[src/rtl/core/upn_pkg.sv]
// ----------------------------------------------------------------------------
// upn_pkg
// Shared types and constants for the URL path normalizer.
// ----------------------------------------------------------------------------
`timescale 1ns / 1ps
`default_nettype none

package upn_pkg;

  localparam logic [7:0] ChSlash = 8'h2F;
  localparam logic [7:0] ChDot   = 8'h2E;

  localparam int unsigned MaxRes = 4;
  localparam int unsigned CntW   = $clog2(MaxRes + 1);

  // One result byte with its flags
  typedef struct packed {
    logic [7:0] ch;
    logic       vld;
    logic       last;
    logic       pend;
    logic       bad;
  } upn_res_t;

  // All results caused by one input byte
  typedef struct packed {
    upn_res_t [MaxRes-1:0] item;
    logic [CntW-1:0]       cnt;
  } upn_burst_t;

endpackage

`default_nettype wire

[src/rtl/core/upn_if.sv]
// ----------------------------------------------------------------------------
// upn_in_if / upn_out_if
// Valid/ready channels for path bytes in and normalized bytes out.
// ----------------------------------------------------------------------------
`timescale 1ns / 1ps
`default_nettype none

interface upn_in_if;
  logic       valid;
  logic       ready;
  logic [7:0] in_char;
  logic       final_char;

  modport source (output valid, output in_char, output final_char, input ready);
  modport sink   (input valid, input in_char, input final_char, output ready);
endinterface

interface upn_out_if;
  logic       valid;
  logic       ready;
  logic [7:0] out_char;
  logic       char_valid;
  logic       run_last;
  logic       path_end;
  logic       bad_path;

  modport source (output valid, output out_char, output char_valid, output run_last,
                  output path_end, output bad_path, input ready);
  modport sink   (input valid, input out_char, input char_valid, input run_last,
                  input path_end, input bad_path, output ready);
endinterface

`default_nettype wire

[src/rtl/core/upn_parse.sv]
// ----------------------------------------------------------------------------
// upn_parse
// Path scanner: holds the segment state and decodes one byte into the
// burst of result bytes it causes.
// ----------------------------------------------------------------------------
`timescale 1ns / 1ps
`default_nettype none

module upn_parse
  import upn_pkg::*;
(
  input  wire logic       clk_i,
  input  wire logic       rst_ni,
  input  wire logic       step_i,
  input  wire logic [7:0] char_i,
  input  wire logic       fin_i,
  output upn_burst_t      burst_o
);

  typedef enum logic [2:0] {
    MODE_START = 3'd0,
    MODE_SLASH = 3'd1,
    MODE_DOT1  = 3'd2,
    MODE_NAME  = 3'd3,
    MODE_DOT2  = 3'd4
  } mode_e;

  mode_e mode_q, mode_d;
  logic  hold_q, hold_d;

  always_comb begin
    logic [CntW-1:0] n;
    logic            bad;
    n      = '0;
    bad    = 1'b0;
    burst_o = '0;
    mode_d = mode_q;
    hold_d = hold_q;

    if (hold_q) begin
      // skipping the rest of a bad path
      if (fin_i) begin
        burst_o.cnt          = CntW'(1);
        burst_o.item[0].last = 1'b1;
        burst_o.item[0].pend = 1'b1;
        hold_d = 1'b0;
        mode_d = MODE_START;
      end
    end else begin
      case (mode_q)
        MODE_SLASH: begin
          if (char_i == ChDot) begin
            mode_d = MODE_DOT1;
          end else if (char_i != ChSlash) begin
            burst_o.item[n[1:0]].ch  = char_i;
            burst_o.item[n[1:0]].vld = 1'b1;
            n = n + CntW'(1);
            mode_d = MODE_NAME;
          end
        end
        MODE_DOT1: begin
          if (char_i == ChSlash) begin
            mode_d = MODE_SLASH;
          end else if (char_i == ChDot) begin
            mode_d = MODE_DOT2;
          end else begin
            burst_o.item[0].ch  = ChDot;
            burst_o.item[0].vld = 1'b1;
            burst_o.item[1].ch  = char_i;
            burst_o.item[1].vld = 1'b1;
            n = CntW'(2);
            mode_d = MODE_NAME;
          end
        end
        MODE_NAME: begin
          burst_o.item[0].ch  = char_i;
          burst_o.item[0].vld = 1'b1;
          n = CntW'(1);
          if (char_i == ChSlash) begin
            mode_d = MODE_SLASH;
          end
        end
        MODE_DOT2: begin
          if (char_i == ChSlash) begin
            bad = 1'b1;
          end else begin
            burst_o.item[0].ch  = ChDot;
            burst_o.item[0].vld = 1'b1;
            burst_o.item[1].ch  = ChDot;
            burst_o.item[1].vld = 1'b1;
            burst_o.item[2].ch  = char_i;
            burst_o.item[2].vld = 1'b1;
            n = CntW'(3);
            mode_d = MODE_NAME;
          end
        end
        default: begin
          // start of path, and the unused codes
          if (char_i == ChSlash) begin
            burst_o.item[0].ch  = char_i;
            burst_o.item[0].vld = 1'b1;
            n = CntW'(1);
            mode_d = MODE_SLASH;
          end else begin
            bad = 1'b1;
          end
        end
      endcase

      if (bad) begin
        burst_o.item         = '0;
        burst_o.cnt          = CntW'(1);
        burst_o.item[0].last = 1'b1;
        burst_o.item[0].bad  = 1'b1;
        burst_o.item[0].pend = fin_i;
        hold_d = ~fin_i;
        mode_d = MODE_START;
      end else begin
        if (fin_i) begin
          if (mode_d == MODE_NAME) begin
            burst_o.item[n[1:0]].ch  = ChSlash;
            burst_o.item[n[1:0]].vld = 1'b1;
            n = n + CntW'(1);
          end
          if (n == '0) begin
            // final byte emits nothing: bare end marker
            n = CntW'(1);
          end
          burst_o.item[2'(n - CntW'(1))].pend = 1'b1;
          mode_d = MODE_START;
        end
        if (n != '0) begin
          burst_o.item[2'(n - CntW'(1))].last = 1'b1;
        end
        burst_o.cnt = n;
      end
    end
  end

  always_ff @(posedge clk_i or negedge rst_ni) begin
    if (!rst_ni) begin
      mode_q <= MODE_START;
      hold_q <= 1'b0;
    end else if (step_i) begin
      mode_q <= mode_d;
      hold_q <= hold_d;
    end
  end

  // discard only ever runs from start of path
  a_hold_start: assert property (@(posedge clk_i) disable iff (!rst_ni)
    hold_q |-> (mode_q == MODE_START))
    else $error("discard active outside start of path");

endmodule

`default_nettype wire

[src/rtl/core/url_path_normalizer.sv]
// ----------------------------------------------------------------------------
// url_path_normalizer
// Streaming canonicalizer for an absolute URL path, one byte per transfer.
// ----------------------------------------------------------------------------
//  channel  dir  payload                                             handshake
//  in_i     in   in_char[8], final_char                              valid/ready
//  out_o    out  out_char[8], char_valid, run_last, path_end, bad_path valid/ready
//
//  One input transfer per cycle while each byte yields at most one result and
//  the output is not stalled. A byte that yields n results (up to 4) holds
//  the input while the burst queue drains through the output register.
//  Each result is registered in the burst queue, then in the output register.
//  Reset returns the scanner to start of path and empties the queue.
//  Output stalls back up through the queue into in_i.ready.
// ----------------------------------------------------------------------------
`timescale 1ns / 1ps
`default_nettype none

module url_path_normalizer
  import upn_pkg::*;
(
  input  wire logic clk_i,
  input  wire logic rst_ni,
  upn_in_if.sink    in_i,
  upn_out_if.source out_o
);

  upn_burst_t            burst;
  upn_res_t [MaxRes-1:0] res_q, res_d;
  logic [CntW-1:0]       rem_q, rem_d;
  logic                  oval_q, oval_d;
  upn_res_t              opay_q;
  logic                  load;
  logic                  take;

  assign load = (rem_q != '0) && (!oval_q || out_o.ready);
  assign in_i.ready = (rem_q == '0) || ((rem_q == CntW'(1)) && load);
  assign take = in_i.valid && in_i.ready;

  upn_parse u_parse (
    .clk_i   (clk_i),
    .rst_ni  (rst_ni),
    .step_i  (take),
    .char_i  (in_i.in_char),
    .fin_i   (in_i.final_char),
    .burst_o (burst)
  );

  always_comb begin
    res_d  = res_q;
    rem_d  = rem_q;
    oval_d = oval_q;
    if (load) begin
      oval_d = 1'b1;
      for (int i = 0; i < MaxRes - 1; i++) begin
        res_d[i] = res_q[i+1];
      end
      rem_d = rem_q - CntW'(1);
    end else if (out_o.ready) begin
      oval_d = 1'b0;
    end
    if (take) begin
      res_d = burst.item;
      rem_d = burst.cnt;
    end
  end

  always_ff @(posedge clk_i or negedge rst_ni) begin
    if (!rst_ni) begin
      rem_q  <= '0;
      oval_q <= 1'b0;
    end else begin
      rem_q  <= rem_d;
      oval_q <= oval_d;
    end
  end

  always_ff @(posedge clk_i) begin
    res_q <= res_d;
    if (load) begin
      opay_q <= res_q[0];
    end
  end

  assign out_o.valid      = oval_q;
  assign out_o.out_char   = opay_q.ch;
  assign out_o.char_valid = opay_q.vld;
  assign out_o.run_last   = opay_q.last;
  assign out_o.path_end   = opay_q.pend;
  assign out_o.bad_path   = opay_q.bad;

  a_queue_bound: assert property (@(posedge clk_i) disable iff (!rst_ni)
    rem_q <= CntW'(MaxRes))
    else $error("burst queue count out of range");

  a_ready_drain: assert property (@(posedge clk_i) disable iff (!rst_ni)
    in_i.ready |-> (rem_q <= CntW'(1)))
    else $error("input taken over a pending burst");

  a_bad_nochar: assert property (@(posedge clk_i) disable iff (!rst_ni)
    (out_o.valid && out_o.bad_path) |-> (!out_o.char_valid && out_o.run_last))
    else $error("error flag carries a byte or is not a lone result");

  a_nochar_lone: assert property (@(posedge clk_i) disable iff (!rst_ni)
    (out_o.valid && !out_o.char_valid) |-> (out_o.run_last && out_o.out_char == '0))
    else $error("empty result not alone or not zeroed");

endmodule

`default_nettype wire

[src/flat_wrapper.sv]
// flat-port wrapper written by rule: the top's interface ports become plain ports
module url_path_normalizer_flat import upn_pkg::*;
  (clk_i, rst_ni, in_i_valid, in_i_in_char, in_i_final_char, in_i_ready, out_o_valid, out_o_out_char, out_o_char_valid, out_o_run_last, out_o_path_end, out_o_bad_path, out_o_ready);
  upn_in_if in_i_i ();
  upn_out_if out_o_i ();
  input  wire logic clk_i;
  input  wire logic rst_ni;
  input wire logic [$bits(in_i_i.valid)-1:0] in_i_valid;
  input wire logic [$bits(in_i_i.in_char)-1:0] in_i_in_char;
  input wire logic [$bits(in_i_i.final_char)-1:0] in_i_final_char;
  output wire logic [$bits(in_i_i.ready)-1:0] in_i_ready;
  output wire logic [$bits(out_o_i.valid)-1:0] out_o_valid;
  output wire logic [$bits(out_o_i.out_char)-1:0] out_o_out_char;
  output wire logic [$bits(out_o_i.char_valid)-1:0] out_o_char_valid;
  output wire logic [$bits(out_o_i.run_last)-1:0] out_o_run_last;
  output wire logic [$bits(out_o_i.path_end)-1:0] out_o_path_end;
  output wire logic [$bits(out_o_i.bad_path)-1:0] out_o_bad_path;
  input wire logic [$bits(out_o_i.ready)-1:0] out_o_ready;
  assign in_i_i.valid = in_i_valid;
  assign in_i_i.in_char = in_i_in_char;
  assign in_i_i.final_char = in_i_final_char;
  assign in_i_ready = in_i_i.ready;
  assign out_o_valid = out_o_i.valid;
  assign out_o_out_char = out_o_i.out_char;
  assign out_o_char_valid = out_o_i.char_valid;
  assign out_o_run_last = out_o_i.run_last;
  assign out_o_path_end = out_o_i.path_end;
  assign out_o_bad_path = out_o_i.bad_path;
  assign out_o_i.ready = out_o_ready;
  url_path_normalizer u_core (.clk_i(clk_i), .rst_ni(rst_ni), .in_i(in_i_i), .out_o(out_o_i));
endmodule
[config.mk]
export PLATFORM = sky130hd
export DESIGN_NAME = url_path_normalizer_flat
export DESIGN_NICKNAME = d
export VERILOG_FILES = /design/src/rtl/core/upn_pkg.sv /design/src/rtl/core/upn_if.sv /design/src/rtl/core/upn_parse.sv /design/src/rtl/core/url_path_normalizer.sv /design/src/flat_wrapper.sv
export SDC_FILE = /design/constraint.sdc
export NUM_CORES = 1
export LEC_CHECK = 0
export ABC_AREA = 1
export BUFFER_PORTS_ARGS = -buffer_cell sky130_fd_sc_hd__buf_4
export CELL_PAD_IN_SITES_DETAIL_PLACEMENT = 1
export CELL_PAD_IN_SITES_GLOBAL_PLACEMENT = 1
export CORE_AREA = 2 2 76 93
export CTS_CLUSTER_SIZE = 10
export DETAILED_ROUTE_END_ITERATION = 16
export DIE_AREA = 0 0 78 95
export PLACE_DENSITY = 0.78
export SYNTH_ARGS = -nofsm -noshare
export SYNTH_HDL_FRONTEND = slang
export SYNTH_SLANG_ARGS = --single-unit
[constraint.sdc]
create_clock -name clk_i -period 5.1 [get_ports clk_i]
set_input_delay 0.255 -clock clk_i [delete_from_list [all_inputs] [get_ports clk_i]]
set_output_delay 0.255 -clock clk_i [all_outputs]
set_load 0.01 [all_outputs]
-- After elaboration in Yosys (flattened, before gate mapping)
Index checks and enable logic that the tools add are counted.
- register bits: 68
- output and inout bits: 14
- logic and storage cells: 154
- add/sub/neg operators: 4
- order comparisons: 6
- equal/unequal tests: 10
- mux-type cells: 86
- bitwise logic cells: 1
- reduce and logical (&&, ||, !) cells: 18
- operator list (kind ; number):
    48-bit two-way mux ; 8
    48-bit bitwise mux ; 4
    12-bit demux with 2-bit select ; 4
    9-bit two-way mux ; 10
    3-bit two-way mux ; 27
    36-bit two-way mux ; 2
    39-bit two-way mux ; 1
    9-bit one-hot mux with 4 select lines ; 1
    33-bit two-way mux ; 1
    7-bit two-way mux ; 3
    9-bit one-hot mux with 2 select lines ; 1
    8-bit by 6-bit == test with 1-bit output, second input constant ; 2
    1-bit two-way mux ; 13
    12-bit two-way mux ; 1
    2-bit two-way mux ; 6
    3-bit one-hot mux with 4 select lines ; 1
    3-bit by 2-bit == test with 1-bit output, second input constant ; 3
    2-bit by 3-bit < comparator with 1-bit output, second input constant ; 3
    3-bit one-hot mux with 3 select lines ; 1
    8-bit by 6-bit != test with 1-bit output, second input constant ; 1
    3-bit by 1-bit == test with 1-bit output, second input constant ; 2
    2-bit by 1-bit greater-or-equal comparator with 1-bit output, second input constant ; 3
    1-bit logical AND ; 6
    3-bit logical NOT ; 2
    other kinds (15) ; 19

-- Logic depth before layout (Yosys ltp)
- depth in word-level cells: 29
- mapped depth: 16

-- Hierarchy
Synthesis repeated with hierarchy kept, for this count alone.
- cells, all modules: 412
- area, all modules: 3687.3 um^2
- modules (own cells, without submodules) (module ; times used ; cells each ; area an instance (um^2)):
    url_path_normalizer ; 1 ; 219 ; 2566.2
    upn_parse ; 1 ; 193 ; 1121.1

-- Least setup slack after synthesis
No wires, ideal clock.
- path type: flip-flop to flip-flop
- from: reg u_core.rem_q[0]
- to: reg u_core.res_q[0] in the netlist's numbering (enable)
- data arrival time: 1.831 ns
- path slack: 2.758 ns
- cell stages (with the launch flop): 8
- path buffers: 1
- period minus slack after synthesis: 2.342 ns
- cells stage by stage: dfrtp_1 -> inv_1 -> ha_1 -> nand2_1 -> nand2_1 -> nand2_1 -> clkbuf_1 -> nand2_1
- cells in the longest elaborated chain, start to end: 6
- ends and longest elaborated chain (what ; RTL line ; source):
    start: declaration ; url_path_normalizer.sv:30 ; logic [CntW-1:0] rem_q, rem_d;
    start signal: assignment ; url_path_normalizer.sv:73 ; rem_q <= rem_d;
    3-bit nonzero test ; url_path_normalizer.sv:36 ; assign load = (rem_q != '0) && (!oval_q || out_o.ready);
    1-bit logical AND ; url_path_normalizer.sv:36 ;
    1-bit logical AND ; url_path_normalizer.sv:37 ; assign in_i.ready = (rem_q == '0) || ((rem_q == CntW'(1)) && load);
    1-bit logical OR * ; url_path_normalizer.sv:37 ;
    net in_i_ready ; flat_wrapper.sv:11 ; output wire logic [$bits(in_i_i.ready)-1:0] in_i_ready;
    1-bit logical AND * ; url_path_normalizer.sv:38 ; assign take = in_i.valid && in_i.ready;
    2-bit nonzero test (no line) * ; -- ;
    end signal: assignment ; url_path_normalizer.sv:79 ; res_q <= res_d;
    end: declaration ; url_path_normalizer.sv:29 ; upn_res_t [MaxRes-1:0] res_q, res_d;
Mark *: on every way through the listed nets, which the timed path passes. The rest lies on a longest branch.
A chain may end at the register's enable or synchronous reset.

==> impl_metrics.tcl <==
set metrics [dict create \
    grt_max_degree 31 \
    die_height_um 95 \
    grt_first_pass_wirelength_mm 10.38 \
    core_sq_mm 0.006606 \
    wl_per_cell_um 15.09 \
    path_type_of_the_worst_min_delay_path "in2reg" \
    syn_area_per_cell_sq_um 10.18 \
    critical_path.most_common_cell "sky130_fd_sc_hd__nand2_1" \
    cts.reportedPaths.clkPinSlew_ps 70 \
    yosys.area.top_type_share_pct 51.42 \
    dr.first_iter.drc_count 92 \
    setup.worst_path.end_class "flop" \
    tritoncts_clock_tree "built" \
    post_drt_via_cell_ratio 5.133 \
    drc 0 \
    postLayoutCellArea_sq_mm 0.003354 \
    number_of_antenna_violations_at_the_first_check_in_global_routing 0 \
    critical_path.reg2reg.startpoint "u_core.rem_q[1]" \
    post-route-period-util_pct 60.57 \
    max_cap_violations 0 \
    synth_seq_cells 57 \
    ios 27 \
    timing.critical_path.buf_inv 3 \
    globalRouteOverflowTotal 0 \
    clock_tree.root_cell "sky130_fd_sc_hd__clkbuf_8" \
    final.setup.tns_ps 0 \
    outcome "finished, final reports clean" \
    worst_clock_skew_ps 8.012 \
    powerDensity_mw_per_mm2 541.7 \
    totalWireLength_mm 6.140 \
    critical-path-max-stage-delay_ps 580 \
    vias 2089 \
    initial_core_util_pct 43.31 \
    die_area_sq_mm 0.007410 \
    htree_levels 3 \
    worst-endpoint-required_ps 5310 \
    power.ir.vdd_worst_v 0.0002397 \
    cts_setup_buffers 0 \
    netlist_instances 281 \
    synth.largest_area_cell "sky130_fd_sc_hd__edfxtp_1" \
    yosys_warnings 0 \
    synth_seq_area_share_pct 58.42 \
    globalRouteMet3Util_pct 4.398 \
    clock_sinks 57 \
    grt.busiest_layer "met2" \
    start_point_of_the_worst_hold_path "out_o_ready" \
    gr-usage-met1_pct 22.41 \
    tightestPinTransition_ps 1007 \
    synth.top_cells.by_area "sky130_fd_sc_hd__edfxtp_1 51%, sky130_fd_sc_hd__nand2_1 10%, sky130_fd_sc_hd__dfrtp_1 7.0%" \
    fp-row-count 33 \
    num-fill-cells 760 \
    criticalPathCategory "reg2reg" \
    io_buffers 26 \
    critPathLaunchType "flop" \
    slowest_library_cell_on_the_worst_path "sky130_fd_sc_hd__nand2_1" \
    multi_input_comb_area_sq_mm 0.001045 \
    dp_hpwl_mm 4.683 \
    timing.critical_path.max_delay_family "simple AND/OR/NAND/NOR gates" \
    post_cts_resize_count 0 \
    clock_latency_on_the_worst_skew_pair_ps 330 \
    dpl-instance-area_sq_mm 0.003149 \
    cts_inserted_buffers 9 \
    worstPathMaxFanout 30 \
    synthesis.area_sq_mm 0.002861 \
    finalNetCount 335 \
    drt-pass1-iter-count 4 \
    seqCellArea_sq_mm 0.001672 \
    grt_pass1_vias 2117 \
    crit_path_arrival_time_ps 3300 \
    final_hold_viol_count 0 \
    synth.net_count 301 \
    floorplan.die.width_um 78 \
    num_antenna_cells 0 \
    unrepaired_setup_endpoints_after_global_routing "no" \
    grtUsageTotal_pct 18.44 \
    final.min_clock_period_ps 3089 \
    layout-drive-gt1-share_pct 22.19 \
    timing.final.max_slew_violations 0 \
    ant_nets 0 \
    yosys.cell_types.count 36 \
    area.growth.synth_to_final_pct 17.23 \
    critical_path.cell_chain "inv_1 -> ha_1 -> nand3_1 -> nand2_1 -> nand2_1 -> inv_1 -> nand2_1 -> nor2_8 -> inv_2 -> nand2_1 -> and2_1 -> o21a_1" \
    groute.layer.met2.usage_pct 31.11 \
    globalplace.congestion 0.8785 \
    max_clock_freq_mhz 323.7 \
    p_leak_nw 1.468 \
    worstSetupStartpoint "u_core.rem_q[1]" \
    max-clock-path-buffers 2 \
    setup_violations 0 \
    timing.max_slew.rel_slack_pct 32.68 \
]
## flip-flops by register name, summed over array words and instances, names as in the netlist, 3 cells and up
| register | flops |
|---|---|
| u_core.res_q | 37 |
| u_core.out_o.out_char | 8 |
| u_core.rem_q | 3 |
| u_core.u_parse.mode_q | 3 |
## worst paths after layout
check	endpoint	slack, ps	cells past startpoint
max in group asynchronous	u_core.rem_q[0]	4690	2
worst min-delay path	u_core.out_o.valid	210	4
worst max register to register	u_core.res_q[33]	2010	12
min in group asynchronous	u_core.u_parse.mode_q[2]	270	2
worst min register to register	u_core.out_o.char_valid	420	0
worst max-delay path	u_core.res_q[33]	2010	12
## synth_stat cells, drive strengths merged
| cell | n |
|---|---|
| o31ai | 1 |
| o211ai | 1 |
| xnor2 | 1 |
| a22o | 6 |
| o22ai | 2 |
| nor2 | 18 |
| a211oi | 1 |
| a21oi | 7 |
| nand4 | 1 |
| clkinv | 1 |
| o311ai | 1 |
| a31oi | 4 |
| ha | 7 |
| inv | 30 |
| nor4 | 2 |
| o21a | 6 |
| edfxtp | 49 |
| and2 | 1 |
| dfrtp | 8 |
| o21ai | 28 |
| nor3 | 4 |
| nand3 | 15 |
| buf | 2 |
| clkbuf | 3 |
| nand2 | 82 |
## per-stage QoR
stage | std cells | setup slack, ps | power (mW) | util (%) | hold slack (ps)
floorplan | 281 | 2758 | 1.216 | - | -40.59
global placement | 390 | 2242 | 1.388 | 47.67 | 82.35
detailed placement | 390 | 2031 | 1.428 | 47.67 | 82.94
CTS | 407 | 1979 | 1.841 | 50.78 | 208.1
global route | 407 | 1671 | 1.945 | 50.78 | 230.6
finish | 407 | 2011 | 1.817 | 50.78 | 215.0
## per-layer routing
metal | up-vias | share of wire, % | routed length [um]
met5 | - | 0 | 0
met4 | 0 | 2.4 | 146
met3 | 12 | 3.4 | 209
met2 | 40 | 50 | 3040
met1 | 995 | 45 | 2744
li1 | 1042 | - | -
## power breakdown
part	switching (mW)	internal (mW)	total, mW
clock network	0.182	0.224	0.406
logic	0.331	0.190	0.521
registers	0.0647	0.826	0.891
total	0.577	1.24	1.82
## logic make-up (layout without fill, tap and decap cells)
logic type / after synthesis / after routing / share of synthesized area [%]
AND/OR/NAND/NOR: 123 / 123 / 20.81
flip-flops: 57 / 57 / 58.42
AO/OA/AOI/OAI: 57 / 57 / 12.33
buffers and inverters: 36 / 75 / 5.072
XOR/XNOR: 1 / 1 / 0.3061
adder cells (fa/ha/maj): 7 / 7 / 3.061
## final cells by class
| class | count | area share, % |
|---|---|---|
| inverters | 31 | 3.618 |
| flip-flops and latches | 57 | 49.83 |
| repair buffers | 28 | 6.341 |
| well taps | 87 | 3.245 |
| clock inverters | 7 | 2.126 |
| clock buffers | 9 | 3.693 |
| multi-input cells | 188 | 31.15 |
## cell usage in the layout (no fill, tap or decap), types with 2 or more instances in the layout
| master | netlist | final |
|---|---|---|
| sky130_fd_sc_hd__a21oi_1 | 5 | 5 |
| sky130_fd_sc_hd__a21oi_2 | 2 | 2 |
| sky130_fd_sc_hd__a22o_1 | 6 | 6 |
| sky130_fd_sc_hd__a31oi_1 | 4 | 4 |
| sky130_fd_sc_hd__buf_4 | 1 | 27 |
| sky130_fd_sc_hd__clkbuf_8 | 0 | 9 |
| sky130_fd_sc_hd__clkinv_4 | 1 | 3 |
| sky130_fd_sc_hd__clkinvlp_4 | 0 | 2 |
| sky130_fd_sc_hd__dfrtp_1 | 8 | 8 |
| sky130_fd_sc_hd__edfxtp_1 | 49 | 49 |
| sky130_fd_sc_hd__ha_1 | 7 | 7 |
| sky130_fd_sc_hd__inv_1 | 23 | 23 |
| sky130_fd_sc_hd__inv_2 | 7 | 7 |
| sky130_fd_sc_hd__nand2_1 | 78 | 78 |
| sky130_fd_sc_hd__nand2_2 | 3 | 3 |
| sky130_fd_sc_hd__nand3_1 | 12 | 12 |
| sky130_fd_sc_hd__nand3_2 | 3 | 3 |
| sky130_fd_sc_hd__nor2_1 | 8 | 8 |
| sky130_fd_sc_hd__nor2_2 | 4 | 4 |
| sky130_fd_sc_hd__nor2_4 | 5 | 5 |
| sky130_fd_sc_hd__nor3_1 | 4 | 4 |
| sky130_fd_sc_hd__nor4_1 | 2 | 2 |
| sky130_fd_sc_hd__o21a_1 | 6 | 6 |
| sky130_fd_sc_hd__o21ai_0 | 23 | 23 |
| sky130_fd_sc_hd__o21ai_1 | 4 | 4 |
| sky130_fd_sc_hd__o22ai_1 | 2 | 2 |
## worst register-to-register path, stage by stage, from the launching register on
cell and delay, ps:
sky130_fd_sc_hd__dfrtp_1 360, sky130_fd_sc_hd__inv_1 120, sky130_fd_sc_hd__ha_1 160, sky130_fd_sc_hd__nand3_1 80
sky130_fd_sc_hd__nand2_1 90, sky130_fd_sc_hd__nand2_1 580, sky130_fd_sc_hd__inv_1 480, sky130_fd_sc_hd__nand2_1 230
sky130_fd_sc_hd__nor2_8 290, sky130_fd_sc_hd__inv_2 100, sky130_fd_sc_hd__nand2_1 70, sky130_fd_sc_hd__and2_1 240
sky130_fd_sc_hd__o21a_1 160
## timing repair
item / CTS / global route
hold endpoints to repair: 8 / 0
hold buffers: 1 / 0
endpoints found under the setup margin: 0 / 0
(Power assumes the default switching activity.)
